`config.mk`:
```
export PLATFORM = sky130hd
export DESIGN_NAME = c_trigraph_splice_position
export DESIGN_NICKNAME = d
export VERILOG_FILES = /design/src/design/ctsp_pkg.sv /design/src/design/ctsp_front.sv /design/src/design/ctsp_queue.sv /design/src/design/ctsp_back.sv /design/src/design/c_trigraph_splice_position.sv
export VERILOG_INCLUDE_DIRS = /design/src /design/src/design
export SDC_FILE = /design/constraint.sdc
export NUM_CORES = 1
export LEC_CHECK = 0
export BUFFER_PORTS_ARGS = -buffer_cell sky130_fd_sc_hd__buf_2
export CAP_MARGIN = 20
export CORE_ASPECT_RATIO = 1.75
export CORE_MARGIN = 2
export CORE_UTILIZATION = 25
export DETAILED_ROUTE_END_ITERATION = 10
export GPL_ROUTABILITY_DRIVEN = 0
export PLACE_DENSITY = 0.41
export SETUP_SLACK_MARGIN = 0.15
export SYNTH_ARGS = -nofsm -noshare
export SYNTH_HDL_FRONTEND = slang
export SYNTH_SLANG_ARGS = --single-unit
export TNS_END_PERCENT = 5
```
`constraint.sdc`:
```
create_clock -name aclk -period 4.45 [get_ports aclk]
set_input_delay 0.89 -clock aclk [delete_from_list [all_inputs] [get_ports aclk]]
set_output_delay 0.89 -clock aclk [all_outputs]
set_load 0.01 [all_outputs]
```
`src/design/assert_macros.svh`:
```
// Assertion macros shared by the RTL of the trigraph and splice block.
// Depends on nothing; included by the files that carry assertions.
`ifndef ASSERT_MACROS_SVH
`define ASSERT_MACROS_SVH
`ifndef SYNTHESIS
// The condition must never hold while out of reset.
`define ASSERT_NEVER(label, clk, rst_n, cond) \
    label: assert property (@(posedge clk) disable iff (!(rst_n)) !(cond)) \
        else $error("assertion failed: forbidden condition seen");
// The antecedent implies the consequent in the same cycle.
`define ASSERT_IMPLIES(label, clk, rst_n, ante, cons) \
    label: assert property (@(posedge clk) disable iff (!(rst_n)) (ante) |-> (cons)) \
        else $error("assertion failed: implication violated");
`else
`define ASSERT_NEVER(label, clk, rst_n, cond)
`define ASSERT_IMPLIES(label, clk, rst_n, ante, cons)
`endif
`endif

```
`src/design/ctsp_pkg.sv`:
```
// Types, character codes and the trigraph table of the trigraph and splice block.
// Depends on nothing; imported by every module of the block.
package ctsp_pkg;

    // What is held back while waiting for more lookahead.
    typedef enum logic [1:0] {
        PK_NONE,
        PK_Q1,
        PK_Q2,
        PK_BSL
    } pend_t;

    // How an emitted character moves the position.
    typedef enum logic [1:0] {
        ACT_COL1,
        ACT_COL3,
        ACT_NEWLINE
    } act_t;

    localparam int SLOTS   = 3;
    localparam int N_W     = 2;
    localparam int Q_DEPTH = 4;
    localparam int PTR_W   = 2;
    localparam int CNT_W   = 3;

    localparam logic [7:0] CH_QMARK = 8'h3F;
    localparam logic [7:0] CH_BSL   = 8'h5C;
    localparam logic [7:0] CH_NL    = 8'h0A;
    localparam logic [7:0] CH_EQ    = 8'h3D;
    localparam logic [7:0] CH_HASH  = 8'h23;
    localparam logic [7:0] CH_LPAR  = 8'h28;
    localparam logic [7:0] CH_LBRK  = 8'h5B;
    localparam logic [7:0] CH_RPAR  = 8'h29;
    localparam logic [7:0] CH_RBRK  = 8'h5D;
    localparam logic [7:0] CH_SLASH = 8'h2F;
    localparam logic [7:0] CH_APOS  = 8'h27;
    localparam logic [7:0] CH_CARET = 8'h5E;
    localparam logic [7:0] CH_LT    = 8'h3C;
    localparam logic [7:0] CH_LBRC  = 8'h7B;
    localparam logic [7:0] CH_GT    = 8'h3E;
    localparam logic [7:0] CH_RBRC  = 8'h7D;
    localparam logic [7:0] CH_EXCL  = 8'h21;
    localparam logic [7:0] CH_BAR   = 8'h7C;
    localparam logic [7:0] CH_MINUS = 8'h2D;
    localparam logic [7:0] CH_TILDE = 8'h7E;

    typedef struct packed {
        logic [7:0] ch;
        act_t       act;
    } slot_t;

    // One queue entry: the characters that one input word releases.
    typedef struct packed {
        logic [N_W-1:0]         n;
        logic                   splice;
        slot_t [SLOTS-1:0]      slot;
    } rec_t;

    typedef struct packed {
        logic       hit;
        logic [7:0] ch;
    } tri_t;

    // Third character of a trigraph to its replacement.
    function automatic tri_t tri_map(logic [7:0] b);
        tri_t r;
        r.hit = 1'b1;
        case (b)
            CH_EQ:    r.ch = CH_HASH;
            CH_LPAR:  r.ch = CH_LBRK;
            CH_RPAR:  r.ch = CH_RBRK;
            CH_SLASH: r.ch = CH_BSL;
            CH_APOS:  r.ch = CH_CARET;
            CH_LT:    r.ch = CH_LBRC;
            CH_GT:    r.ch = CH_RBRC;
            CH_EXCL:  r.ch = CH_BAR;
            CH_MINUS: r.ch = CH_TILDE;
            default: begin
                r.hit = 1'b0;
                r.ch  = b;
            end
        endcase
        return r;
    endfunction

    // Append one character to an entry.
    function automatic rec_t rec_add(rec_t r, logic [7:0] c, act_t a);
        rec_t o;
        o = r;
        o.slot[r.n].ch  = c;
        o.slot[r.n].act = a;
        o.n = r.n + N_W'(1);
        return o;
    endfunction

endpackage

```
`src/design/ctsp_front.sv`:
```
// Front end: holds lookahead bytes and queues what each input word releases or splices.
// Depends on ctsp_pkg.
module ctsp_front (
    input  logic          aclk,
    input  logic          aresetn,
    input  logic          s_tvalid,
    output logic          s_tready,
    input  logic [7:0]    s_tdata,   // in_byte
    input  logic          s_tlast,   // end_of_input
    input  logic          q_full,
    output logic          push,
    output ctsp_pkg::rec_t rec
);
    import ctsp_pkg::*;

    pend_t pend_reg, pend_next;
    tri_t  tri_hit;
    logic  do_plain;
    logic  accept;

    assign s_tready = !q_full;
    assign accept   = s_tvalid && s_tready;
    assign tri_hit  = tri_map(s_tdata);

    // Lookahead state register.
    always_ff @(posedge aclk) begin
        if (!aresetn) begin
            pend_reg <= PK_NONE;
        end else if (accept) begin
            pend_reg <= pend_next;
        end
    end

    // Classify the word against what is held.
    always_comb begin
        rec       = '0;
        pend_next = pend_reg;
        do_plain  = 1'b0;
        if (s_tlast) begin
            case (pend_reg)
                PK_Q1: rec = rec_add(rec, CH_QMARK, ACT_COL1);
                PK_Q2: begin
                    rec = rec_add(rec, CH_QMARK, ACT_COL1);
                    rec = rec_add(rec, CH_QMARK, ACT_COL1);
                end
                PK_BSL: rec = rec_add(rec, CH_BSL, ACT_COL1);
                default: rec = '0;
            endcase
            pend_next = PK_NONE;
        end else begin
            case (pend_reg)
                PK_NONE: do_plain = 1'b1;
                PK_Q1: begin
                    if (s_tdata == CH_QMARK) begin
                        pend_next = PK_Q2;
                    end else begin
                        rec       = rec_add(rec, CH_QMARK, ACT_COL1);
                        pend_next = PK_NONE;
                        do_plain  = 1'b1;
                    end
                end
                PK_Q2: begin
                    if (tri_hit.hit) begin
                        rec       = rec_add(rec, tri_hit.ch, ACT_COL3);
                        pend_next = PK_NONE;
                    end else if (s_tdata == CH_QMARK) begin
                        // A third question mark releases one, two stay held.
                        rec = rec_add(rec, CH_QMARK, ACT_COL1);
                    end else begin
                        rec       = rec_add(rec, CH_QMARK, ACT_COL1);
                        rec       = rec_add(rec, CH_QMARK, ACT_COL1);
                        pend_next = PK_NONE;
                        do_plain  = 1'b1;
                    end
                end
                PK_BSL: begin
                    pend_next = PK_NONE;
                    if (s_tdata == CH_NL) begin
                        rec.splice = 1'b1;
                    end else begin
                        rec      = rec_add(rec, CH_BSL, ACT_COL1);
                        do_plain = 1'b1;
                    end
                end
                default: pend_next = PK_NONE;
            endcase
            // The byte itself, seen with nothing held.
            if (do_plain) begin
                if (s_tdata == CH_QMARK) begin
                    pend_next = PK_Q1;
                end else if (s_tdata == CH_BSL) begin
                    pend_next = PK_BSL;
                end else if (s_tdata == CH_NL) begin
                    rec = rec_add(rec, CH_NL, ACT_NEWLINE);
                end else begin
                    rec = rec_add(rec, s_tdata, ACT_COL1);
                end
            end
        end
    end

    // Only words that release characters or splice a line need the back end.
    assign push = accept && ((rec.n != '0) || rec.splice);

endmodule

```
`src/design/ctsp_queue.sv`:
```
// Short queue of entries between the front and the back end.
// Depends on ctsp_pkg.
module ctsp_queue (
    input  logic           aclk,
    input  logic           aresetn,
    input  logic           push,
    input  ctsp_pkg::rec_t push_rec,
    input  logic           pop,
    output logic           full,
    output logic           empty,
    output ctsp_pkg::rec_t head
);
    import ctsp_pkg::*;

    rec_t             mem [Q_DEPTH];
    logic [PTR_W-1:0] wr_ptr_reg, rd_ptr_reg;
    logic [CNT_W-1:0] count_reg;
    logic             do_push, do_pop;

    assign full    = (count_reg == CNT_W'(Q_DEPTH));
    assign empty   = (count_reg == '0);
    assign do_push = push && !full;
    assign do_pop  = pop && !empty;
    assign head    = mem[rd_ptr_reg];

    // Pointers and fill count.
    always_ff @(posedge aclk) begin
        if (!aresetn) begin
            wr_ptr_reg <= '0;
            rd_ptr_reg <= '0;
            count_reg  <= '0;
        end else begin
            if (do_push) begin
                wr_ptr_reg <= wr_ptr_reg + PTR_W'(1);
            end
            if (do_pop) begin
                rd_ptr_reg <= rd_ptr_reg + PTR_W'(1);
            end
            if (do_push && !do_pop) begin
                count_reg <= count_reg + CNT_W'(1);
            end else if (do_pop && !do_push) begin
                count_reg <= count_reg - CNT_W'(1);
            end
        end
    end

    // Entry storage.
    always_ff @(posedge aclk) begin
        if (do_push) begin
            mem[wr_ptr_reg] <= push_rec;
        end
    end

endmodule

```
`src/design/ctsp_back.sv`:
```
// Back end: keeps line and column; one character per cycle leaves the queue head unless stalled.
// Depends on ctsp_pkg.
module ctsp_back #(
    parameter int LINE_BITS = 24,
    parameter int COL_BITS  = 16
) (
    input  logic                 aclk,
    input  logic                 aresetn,
    input  logic                 q_empty,
    input  ctsp_pkg::rec_t       head,
    output logic                 pop,
    output logic                 m_tvalid,
    input  logic                 m_tready,
    output logic [7:0]           out_char,
    output logic [LINE_BITS-1:0] line_no,
    output logic [COL_BITS-1:0]  column_no,
    output logic                 m_tlast
);
    import ctsp_pkg::*;

    logic [LINE_BITS-1:0] line_reg, line_next, line_inc;
    logic [COL_BITS-1:0]  col_reg, col_next, col_adv;
    logic [COL_BITS:0]    col_sum;
    logic [N_W-1:0]       idx_reg, idx_next;
    logic                 valid_reg, valid_next;
    logic [7:0]           char_reg;
    logic [LINE_BITS-1:0] line_out_reg;
    logic [COL_BITS-1:0]  col_out_reg;
    logic                 last_reg;
    logic                 out_free, load, is_last;
    slot_t                cur;

    assign out_free = !valid_reg || m_tready;
    assign cur      = head.slot[idx_reg];
    assign is_last  = (idx_reg == head.n - N_W'(1));

    // Saturating position arithmetic.
    assign line_inc = (line_reg == '1) ? line_reg : line_reg + LINE_BITS'(1);
    assign col_sum  = {1'b0, col_reg} + ((cur.act == ACT_COL3) ? (COL_BITS+1)'(3)
                                                               : (COL_BITS+1)'(1));
    assign col_adv  = col_sum[COL_BITS] ? '1 : col_sum[COL_BITS-1:0];

    // Step through the head entry.
    always_comb begin
        line_next = line_reg;
        col_next  = col_reg;
        idx_next  = idx_reg;
        pop       = 1'b0;
        load      = 1'b0;
        if (!q_empty) begin
            if (head.splice) begin
                line_next = line_inc;
                col_next  = '0;
                pop       = 1'b1;
            end else if (out_free) begin
                load = 1'b1;
                case (cur.act)
                    ACT_NEWLINE: begin
                        line_next = line_inc;
                        col_next  = '0;
                    end
                    default: col_next = col_adv;
                endcase
                if (is_last) begin
                    pop      = 1'b1;
                    idx_next = '0;
                end else begin
                    idx_next = idx_reg + N_W'(1);
                end
            end
        end
        if (load) begin
            valid_next = 1'b1;
        end else if (m_tready) begin
            valid_next = 1'b0;
        end else begin
            valid_next = valid_reg;
        end
    end

    // Control and position registers.
    always_ff @(posedge aclk) begin
        if (!aresetn) begin
            line_reg  <= LINE_BITS'(1);
            col_reg   <= '0;
            idx_reg   <= '0;
            valid_reg <= 1'b0;
        end else begin
            line_reg  <= line_next;
            col_reg   <= col_next;
            idx_reg   <= idx_next;
            valid_reg <= valid_next;
        end
    end

    // Output word register.
    always_ff @(posedge aclk) begin
        if (load) begin
            char_reg     <= cur.ch;
            line_out_reg <= line_next;
            col_out_reg  <= col_next;
            last_reg     <= is_last;
        end
    end

    assign m_tvalid  = valid_reg;
    assign out_char  = char_reg;
    assign line_no   = line_out_reg;
    assign column_no = col_out_reg;
    assign m_tlast   = last_reg;

endmodule

```
`src/design/c_trigraph_splice_position.sv`:
```
// Top level of the trigraph replacement and line splice block.
// Depends on ctsp_pkg, ctsp_front, ctsp_queue, ctsp_back and assert_macros.svh.
//
// Usage:
// The slave side takes one source byte per word on s_tdata; a word with s_tlast
// high is an end marker whose byte is ignored and which flushes held bytes.
// The master side gives one translated character per word with the line and
// column reached after it; m_tlast marks the final character caused by one
// input word. Words that only hold lookahead or remove a splice give nothing.
// A character passes through a queue entry and the output register before it
// appears on m_tvalid. Throughput: one input word per cycle while each releases
// at most one character and the receiver keeps up; a word that releases two or
// three characters holds the back end until each has gone out, and the four-entry
// queue between front and back end absorbs such bursts. s_tready drops only when
// that queue is full, so a stalled receiver backs up through the output register
// and the queue before the input stalls. After reset nothing is held, the line
// is 1 and the column is 0; both counters saturate at all ones.
`include "assert_macros.svh"
module c_trigraph_splice_position #(
    parameter int LINE_BITS = 24,
    parameter int COL_BITS  = 16
) (
    input  logic        aclk,
    input  logic        aresetn,
    input  logic        s_tvalid,
    output logic        s_tready,
    input  logic [7:0]  s_tdata,   // in_byte
    input  logic        s_tlast,   // end_of_input
    output logic        m_tvalid,
    input  logic        m_tready,
    output logic [((8 + LINE_BITS + COL_BITS + 7) / 8) * 8 - 1:0] m_tdata,
                                   // out_char, line_no, column_no, zero fill
    output logic        m_tlast    // last_of_run
);
    import ctsp_pkg::*;

    localparam int PAY_W  = 8 + LINE_BITS + COL_BITS;
    localparam int DATA_W = ((PAY_W + 7) / 8) * 8;

    logic                 q_full, q_empty, push, pop;
    rec_t                 push_rec, head;
    logic [7:0]           out_char;
    logic [LINE_BITS-1:0] line_no;
    logic [COL_BITS-1:0]  column_no;

    ctsp_front u_front (
        .aclk     (aclk),
        .aresetn  (aresetn),
        .s_tvalid (s_tvalid),
        .s_tready (s_tready),
        .s_tdata  (s_tdata),
        .s_tlast  (s_tlast),
        .q_full   (q_full),
        .push     (push),
        .rec      (push_rec)
    );

    ctsp_queue u_queue (
        .aclk     (aclk),
        .aresetn  (aresetn),
        .push     (push),
        .push_rec (push_rec),
        .pop      (pop),
        .full     (q_full),
        .empty    (q_empty),
        .head     (head)
    );

    ctsp_back #(
        .LINE_BITS (LINE_BITS),
        .COL_BITS  (COL_BITS)
    ) u_back (
        .aclk      (aclk),
        .aresetn   (aresetn),
        .q_empty   (q_empty),
        .head      (head),
        .pop       (pop),
        .m_tvalid  (m_tvalid),
        .m_tready  (m_tready),
        .out_char  (out_char),
        .line_no   (line_no),
        .column_no (column_no),
        .m_tlast   (m_tlast)
    );

    // Pack the result word, first field in the low bits.
    assign m_tdata = DATA_W'({column_no, line_no, out_char});

    // Line numbering starts at one and never wraps.
    `ASSERT_NEVER(a_line_nonzero, aclk, aresetn, m_tvalid && (line_no == '0))
    // Column zero is shown with an output character only for a newline.
    `ASSERT_IMPLIES(a_col0_newline, aclk, aresetn, m_tvalid && (column_no == '0), out_char == CH_NL)
    // A newline always restarts the column.
    `ASSERT_IMPLIES(a_newline_col0, aclk, aresetn, m_tvalid && (out_char == CH_NL), column_no == '0)

endmodule

```
==> flow_summary.ini, run 1 <==
[critical_path]
worstPathArrival_ns = 4.24
path_class = primary input to register
start_kind = primary input
cp_cell_sequence = buf_2, or3b_1, o2111a_1, or3_1, ha_1, a21oi_1, o211a_2, a31oi_4, ha_1, inv_1, fa_1, xor2_1, or3_1, a21oi_1
required_ns = 4.89
end_kind = register
crit_path_max_fanout = 12
critPathBufInv = 2
slowest_stage = or3b_1
cp_slowest_stage_delay_ns = 0.40
cp_top_family = simple AND/OR/NAND/NOR gates

[clocking]
clockBufferDepth = 3
clk_pin_slew_worst_paths_ns = 0.06
post_cts_buffers = 0
h-tree-depth = 1
cts_resized = 0
cts_made_buffers = 23
clkSinkCount = 227
insertion_delay_ns = 0.53
cts_root_buf = clkbuf_16
cts_hold_buffers = 0
cts_tree = yes

[route]
wl_met3_um = 896
wirelength_met1_um = 9560
top_layer = met4
drt_first_pass_iters = 5
viasPerCell = 4.65
vias = 6660
drtAntennaViolNets = 0
drcViolationCount = 0
routedWlPerCell_um = 18.8
drtIter0Drc = 221
wl_met2_um = 15600
drt_wl_total_um = 27000

[synthesis]
synth_edf_count = 173
synthTopCellsByArea = edfxtp_1 51%, dfxtp_1 11%, mux4_2 6.8%
synth.distinct_cells = 70
ys_warn_count = 0
async_reset_ff_share_pct = 0
yosysSeqAreaShare_pct = 61.1
synth_top_family_by_area = simple AND/OR/NAND/NOR gates
syn-num-nets = 815
synthXorXnorAreaFrac_pct = 2.30
synth_top_area_share_pct = 50.6
synth.mux.area_fraction_pct = 8.17
postSynthCellCount = 784
synth_adder_area_share_pct = 2.34
netlist_area_mm2 = 0.0103
avgSynthCellArea_um2 = 13.1
synth_top_cell_by_area = edfxtp_1
synth-compound-area-share_pct = 9.43
synth-simple-area-share_pct = 14.1
yosys_register_bits = 227
synth_flop_cell = edfxtp_1

[timing]
worst_slew_pin_slew_ns = 0.922
timing.final.crit_share_pct = 85.5
relSlewSlack_pct = 38.0
finalMaxSlewViolations = 0
setup_viol = 0
fmax_ghz = 0.263
fin_ws_ns = 0.647
finalHoldViolCount = 0
rsz0062_at_grt = no
period_needed_ns = 3.80
finalClockSkew_ns = 0.0233
finalSetupTns_ns = 0

[status]
status = finished clean

[die]
die_h_um = 272
ios = 64
die_area_mm2 = 0.0428
core_mm2 = 0.0407
rows = 98
start_util_pct = 25.2
dieWidth_um = 157

[placed_design]
place_area_mm2 = 0.0114
pre_cts_ws_ns = 0.0973
port_buffers = 63
hpwl_um = 19400
dp.cells = 1392

[global_routing]
grt_pass1_wl_um = 40600
grt-ovfl-total = 0
antenna_found_initial = 0
grtUsageTotal_pct = 12.5
grt_pass1_vias = 6909
grt_max_degree = 37

[pwr]
p_leak_nw = 4.17
power_density_mw_per_mm2 = 506
ir_drop_mv = 0.281
power_mw = 6.12

[final_layout]
drive_gt1_share_pct = 19.9
nNetsFinal = 898
syn2layout_area_growth_pct = 17.7
finalNonFillerCells = 1433
final_cell_mix = 173 x edfxtp_1, 63 x buf_2, 56 x and2_1
layout_commonest_cell = edfxtp_1
largest_reg_flops = 124
design_area_mm2 = 0.0121
antenna_cells = 0

[job]
cap_violations = 0

[hold_path]
hold_path.class = register to register
metal layers:
metal	vias up	GRT usage [%]
met4	0	4.86
li1	3130	-
met3	52	1.61
met5	-	0
met2	131	25.6
met1	3347	12.1
through the flow:
| stage | util (%) | hold slack (ns) |
|---|---|---|
| 2_1_floorplan | - | 0.479 |
| 3_3_place_gp | 28.0 | 0.506 |
| 3_5_place_dp | 28.0 | 0.516 |
| 4_1_cts | 29.7 | 0.525 |
| 5_1_grt | 29.7 | 0.552 |
| 6_report | 29.7 | 0.526 |
path summary, 6_finish.rpt:
kind	from	endpoint	slack, ns	cells past startpoint
max reg2reg	u_front.pend_reg[0]$_SDFFE_PN0P_	u_queue.count_reg[2]$_SDFFE_PN0P_	0.69	14
min	u_back.line_reg[12]$_SDFF_PN0_	u_back.line_reg[12]$_SDFF_PN0_	0.53	2
min reg2reg	u_back.line_reg[12]$_SDFF_PN0_	u_back.line_reg[12]$_SDFF_PN0_	0.53	2
max	s_tdata[2]	u_queue.count_reg[2]$_SDFFE_PN0P_	0.65	14
where the power goes:
group	leakage, nW	internal (mW)	switching, mW	total, mW
sequential	2.10	2.64	0.123	2.76
clock	0.334	0.951	0.815	1.77
combinational	1.74	0.611	0.982	1.59
area by class of cell:
cell class                 count  area [um2]
sequential                   227        6280
clock inverter                16        90.1
fill                        4237       28600
tap                          550         688
clock buffer                  25         583
inverter                      23        86.3
timing repair buffer          94         611
multi-input combinational    498        3750
worst register-to-register path, cell delays in order, from the launching register on:
cell and delay [ns]:
dfxtp_1 0.36, inv_1 0.10, ha_1 0.39, inv_1 0.12, a31oi_1 0.24, a21oi_1 0.19, a211o_1 0.43, o211a_2 0.33
a31oi_4 0.24, ha_1 0.23, inv_1 0.06, fa_1 0.38, xor2_1 0.16, or3_1 0.31, a21oi_1 0.14
cells in the mapped netlist (4+ instances only):
cell type,number
buf_2,7
xor2_1,11
a21oi_1,46
and4_1,5
nand2b_1,8
nor2_1,40
mux2i_1,13
inv_1,22
o22a_1,5
clkbuf_1,22
dfxtp_1,54
ha_1,16
a31oi_1,15
nor3_1,19
xnor2_1,16
o2111ai_1,4
and2_1,56
edfxtp_1,173
nand2_1,50
mux4_2,31
a21o_1,4
nand4_1,14
and3_1,12
or3_1,10
o21ai_0,39
nor2b_1,6
o211ai_1,4
nor4_1,5
nand3_1,20
cells by family (layout without fill, tap and decap cells):
family                   Yosys count  after routing
buffers and inverters             59            158
multiplexers                      45             45
XOR/XNOR                          27             27
adder cells (fa/ha/maj)           18             18
AND/OR/NAND/NOR                  263            263
flip-flops                       227            227
AO/OA/AOI/OAI                    145            145
Power figures use the tool's default switching activity.
==> run 2: changes to the inputs <==
--- a/config.mk
+++ b/config.mk
@@ -13,7 +13,7 @@
 export CORE_UTILIZATION = 25
 export DETAILED_ROUTE_END_ITERATION = 10
 export GPL_ROUTABILITY_DRIVEN = 0
-export PLACE_DENSITY = 0.41
+export PLACE_DENSITY = 0.44
 export SETUP_SLACK_MARGIN = 0.15
 export SYNTH_ARGS = -nofsm -noshare
 export SYNTH_HDL_FRONTEND = slang
==> flow_summary.ini, run 2 (synthesis gave the netlist of run 1 again) <==
[critical_path]
required_ns = 4.89
path_class = primary input to register
cp_slowest_stage_delay_ns = 0.37
start_kind = primary input
timing.rr.end = u_back.column_no[5]$_DFFE_PP_
slowest_stage = fa_1
reg2reg_setup_slack_ns = 0.67
end_kind = register
critPathBufInv = 3
worst-path-stages = 16
worstPathArrival_ns = 4.23
ff2ff_path_depth = 9
cp_cell_sequence = buf_2, nor2b_1, o2111a_1, o21ai_0, a31oi_2, inv_1, ha_1, a21oi_1, o211a_2, a31oi_4, ha_1, inv_1, fa_1, xor2_1, or3_1, a21oi_1
crit_path_max_fanout = 10
critical_path.startpoint = s_tdata[3]
crit_end = u_queue.count_reg[2]$_SDFFE_PN0P_
cp_top_family = compound AO/OA/AOI/OAI gates

[clocking]
cts_resized = 0
cts_hold_buffers = 0
post_cts_buffers = 0
cts_tree = yes
clockBufferDepth = 3
cts_root_buf = clkbuf_16
insertion_delay_ns = 0.54
h-tree-depth = 1
clk_pin_slew_worst_paths_ns = 0.06
clkSinkCount = 227
cts_made_buffers = 23

[global_routing]
grtUsageTotal_pct = 12.4
antenna_found_initial = 0
grt_pass1_wl_um = 40800
grt-ovfl-total = 0
grt_max_degree = 42
grt_pass1_vias = 7093

[placed_design]
hpwl_um = 18300
dp.cells = 1394
port_buffers = 63

[timing]
finalMaxSlewViolations = 0
rsz0062_at_grt = no
fmax_ghz = 0.264
timing.final.crit_share_pct = 85.2
period_needed_ns = 3.79
holdWs_ns = 0.519
finalSetupTns_ns = 0
finalHoldViolCount = 0
setup_viol = 0
relSlewSlack_pct = 43.9
finalClockSkew_ns = 0.0248
worst_slew_pin_slew_ns = 0.840

[final_layout]
fillers = 4208
syn2layout_area_growth_pct = 18.4
seq_area_mm2 = 0.00628
multi_input_area_mm2 = 0.00375
drive_gt1_share_pct = 20.0
finalNonFillerCells = 1436
final_cell_mix = 173 x edfxtp_1, 63 x buf_2, 56 x and2_1
antenna_cells = 0
largest_reg_flops = 124
layout_commonest_cell = edfxtp_1
postLayoutCoreUtil_pct = 29.9
nNetsFinal = 900

[route]
drt_wl_total_um = 25900
routedWlPerCell_um = 18.0
vias = 6617
drtIter0Drc = 357
drtAntennaViolNets = 0
drcViolationCount = 0
viasPerCell = 4.61
drt_first_pass_iters = 5

[die]
dieWidth_um = 157
start_util_pct = 25.2
rows = 98
core_mm2 = 0.0407
ios = 64
die_area_mm2 = 0.0428
die_h_um = 272

[status]
status = finished clean

[job]
cap_violations = 0

[pwr]
p_leak_nw = 4.20
ir_drop_mv = 0.266
power_mw = 6.27
power_density_mw_per_mm2 = 516

[hold_path]
hold_path.class = register to register
run 2: cell count changes in the layout (fill, tap and decap cells not counted):
cell,change
clkinv_4,+1
clkbuf_1,+2
bufinv_16,+2
inv_6,+1
inv_16,+1
clkbuf_8,+1
clkinv_2,-6
buf_4,+3
buf_12,-1
inv_8,-1
run 2: cell type report:
cell class                 count  area share (%)
clock buffer                  28            4.97
clock inverter                14            1.20
inverter                      23           0.710
multi-input combinational    498            30.8
sequential                   227            51.6
tap                          550            5.66
timing repair buffer          96            5.04
run 2: report_power, final:
part           total, mW  switching (mW)  internal (mW)  leakage [nW]
registers           2.75           0.112           2.64          2.10
clock network       1.95           0.850           1.10         0.361
logic               1.58           0.973          0.602          1.74
run 2: worst min-delay path, delay by kind of cell (launching register included):
kind	cells	cell delay, ns
flip-flops	1	0.31
AO/OA/AOI/OAI	2	0.16
run 2: worst min-delay path by stage:
stage,startpoint,endpoint,slack [ns],cells after the start
floorplan,u_queue.count_reg[2]$_SDFFE_PN0P_,u_queue.count_reg[2]$_SDFFE_PN0P_,0.48,2
detailed placement,u_back.line_reg[12]$_SDFF_PN0_,u_back.line_reg[12]$_SDFF_PN0_,0.51,2
global route,u_back.line_reg[12]$_SDFF_PN0_,u_back.line_reg[12]$_SDFF_PN0_,0.56,2
global placement,u_back.line_reg[12]$_SDFF_PN0_,u_back.line_reg[12]$_SDFF_PN0_,0.51,2
finish,u_back.line_reg[12]$_SDFF_PN0_,u_back.line_reg[12]$_SDFF_PN0_,0.52,2
CTS,u_back.line_reg[12]$_SDFF_PN0_,u_back.line_reg[12]$_SDFF_PN0_,0.52,2
run 2: per-stage QoR:
stage               setup slack [ns]  area (um2)
floorplan                      0.161       10300
global placement               0.148       11400
detailed placement             0.104       11400
CTS                            0.640       12200
global route                   0.344       12200
finish                         0.660       12200
run 2: layer usage:
metal  GRT usage (%)  wire length [um]
met5               0                 0
met4            5.89              1100
met3            1.61               847
met2            24.2             14300
met1            12.7              9680
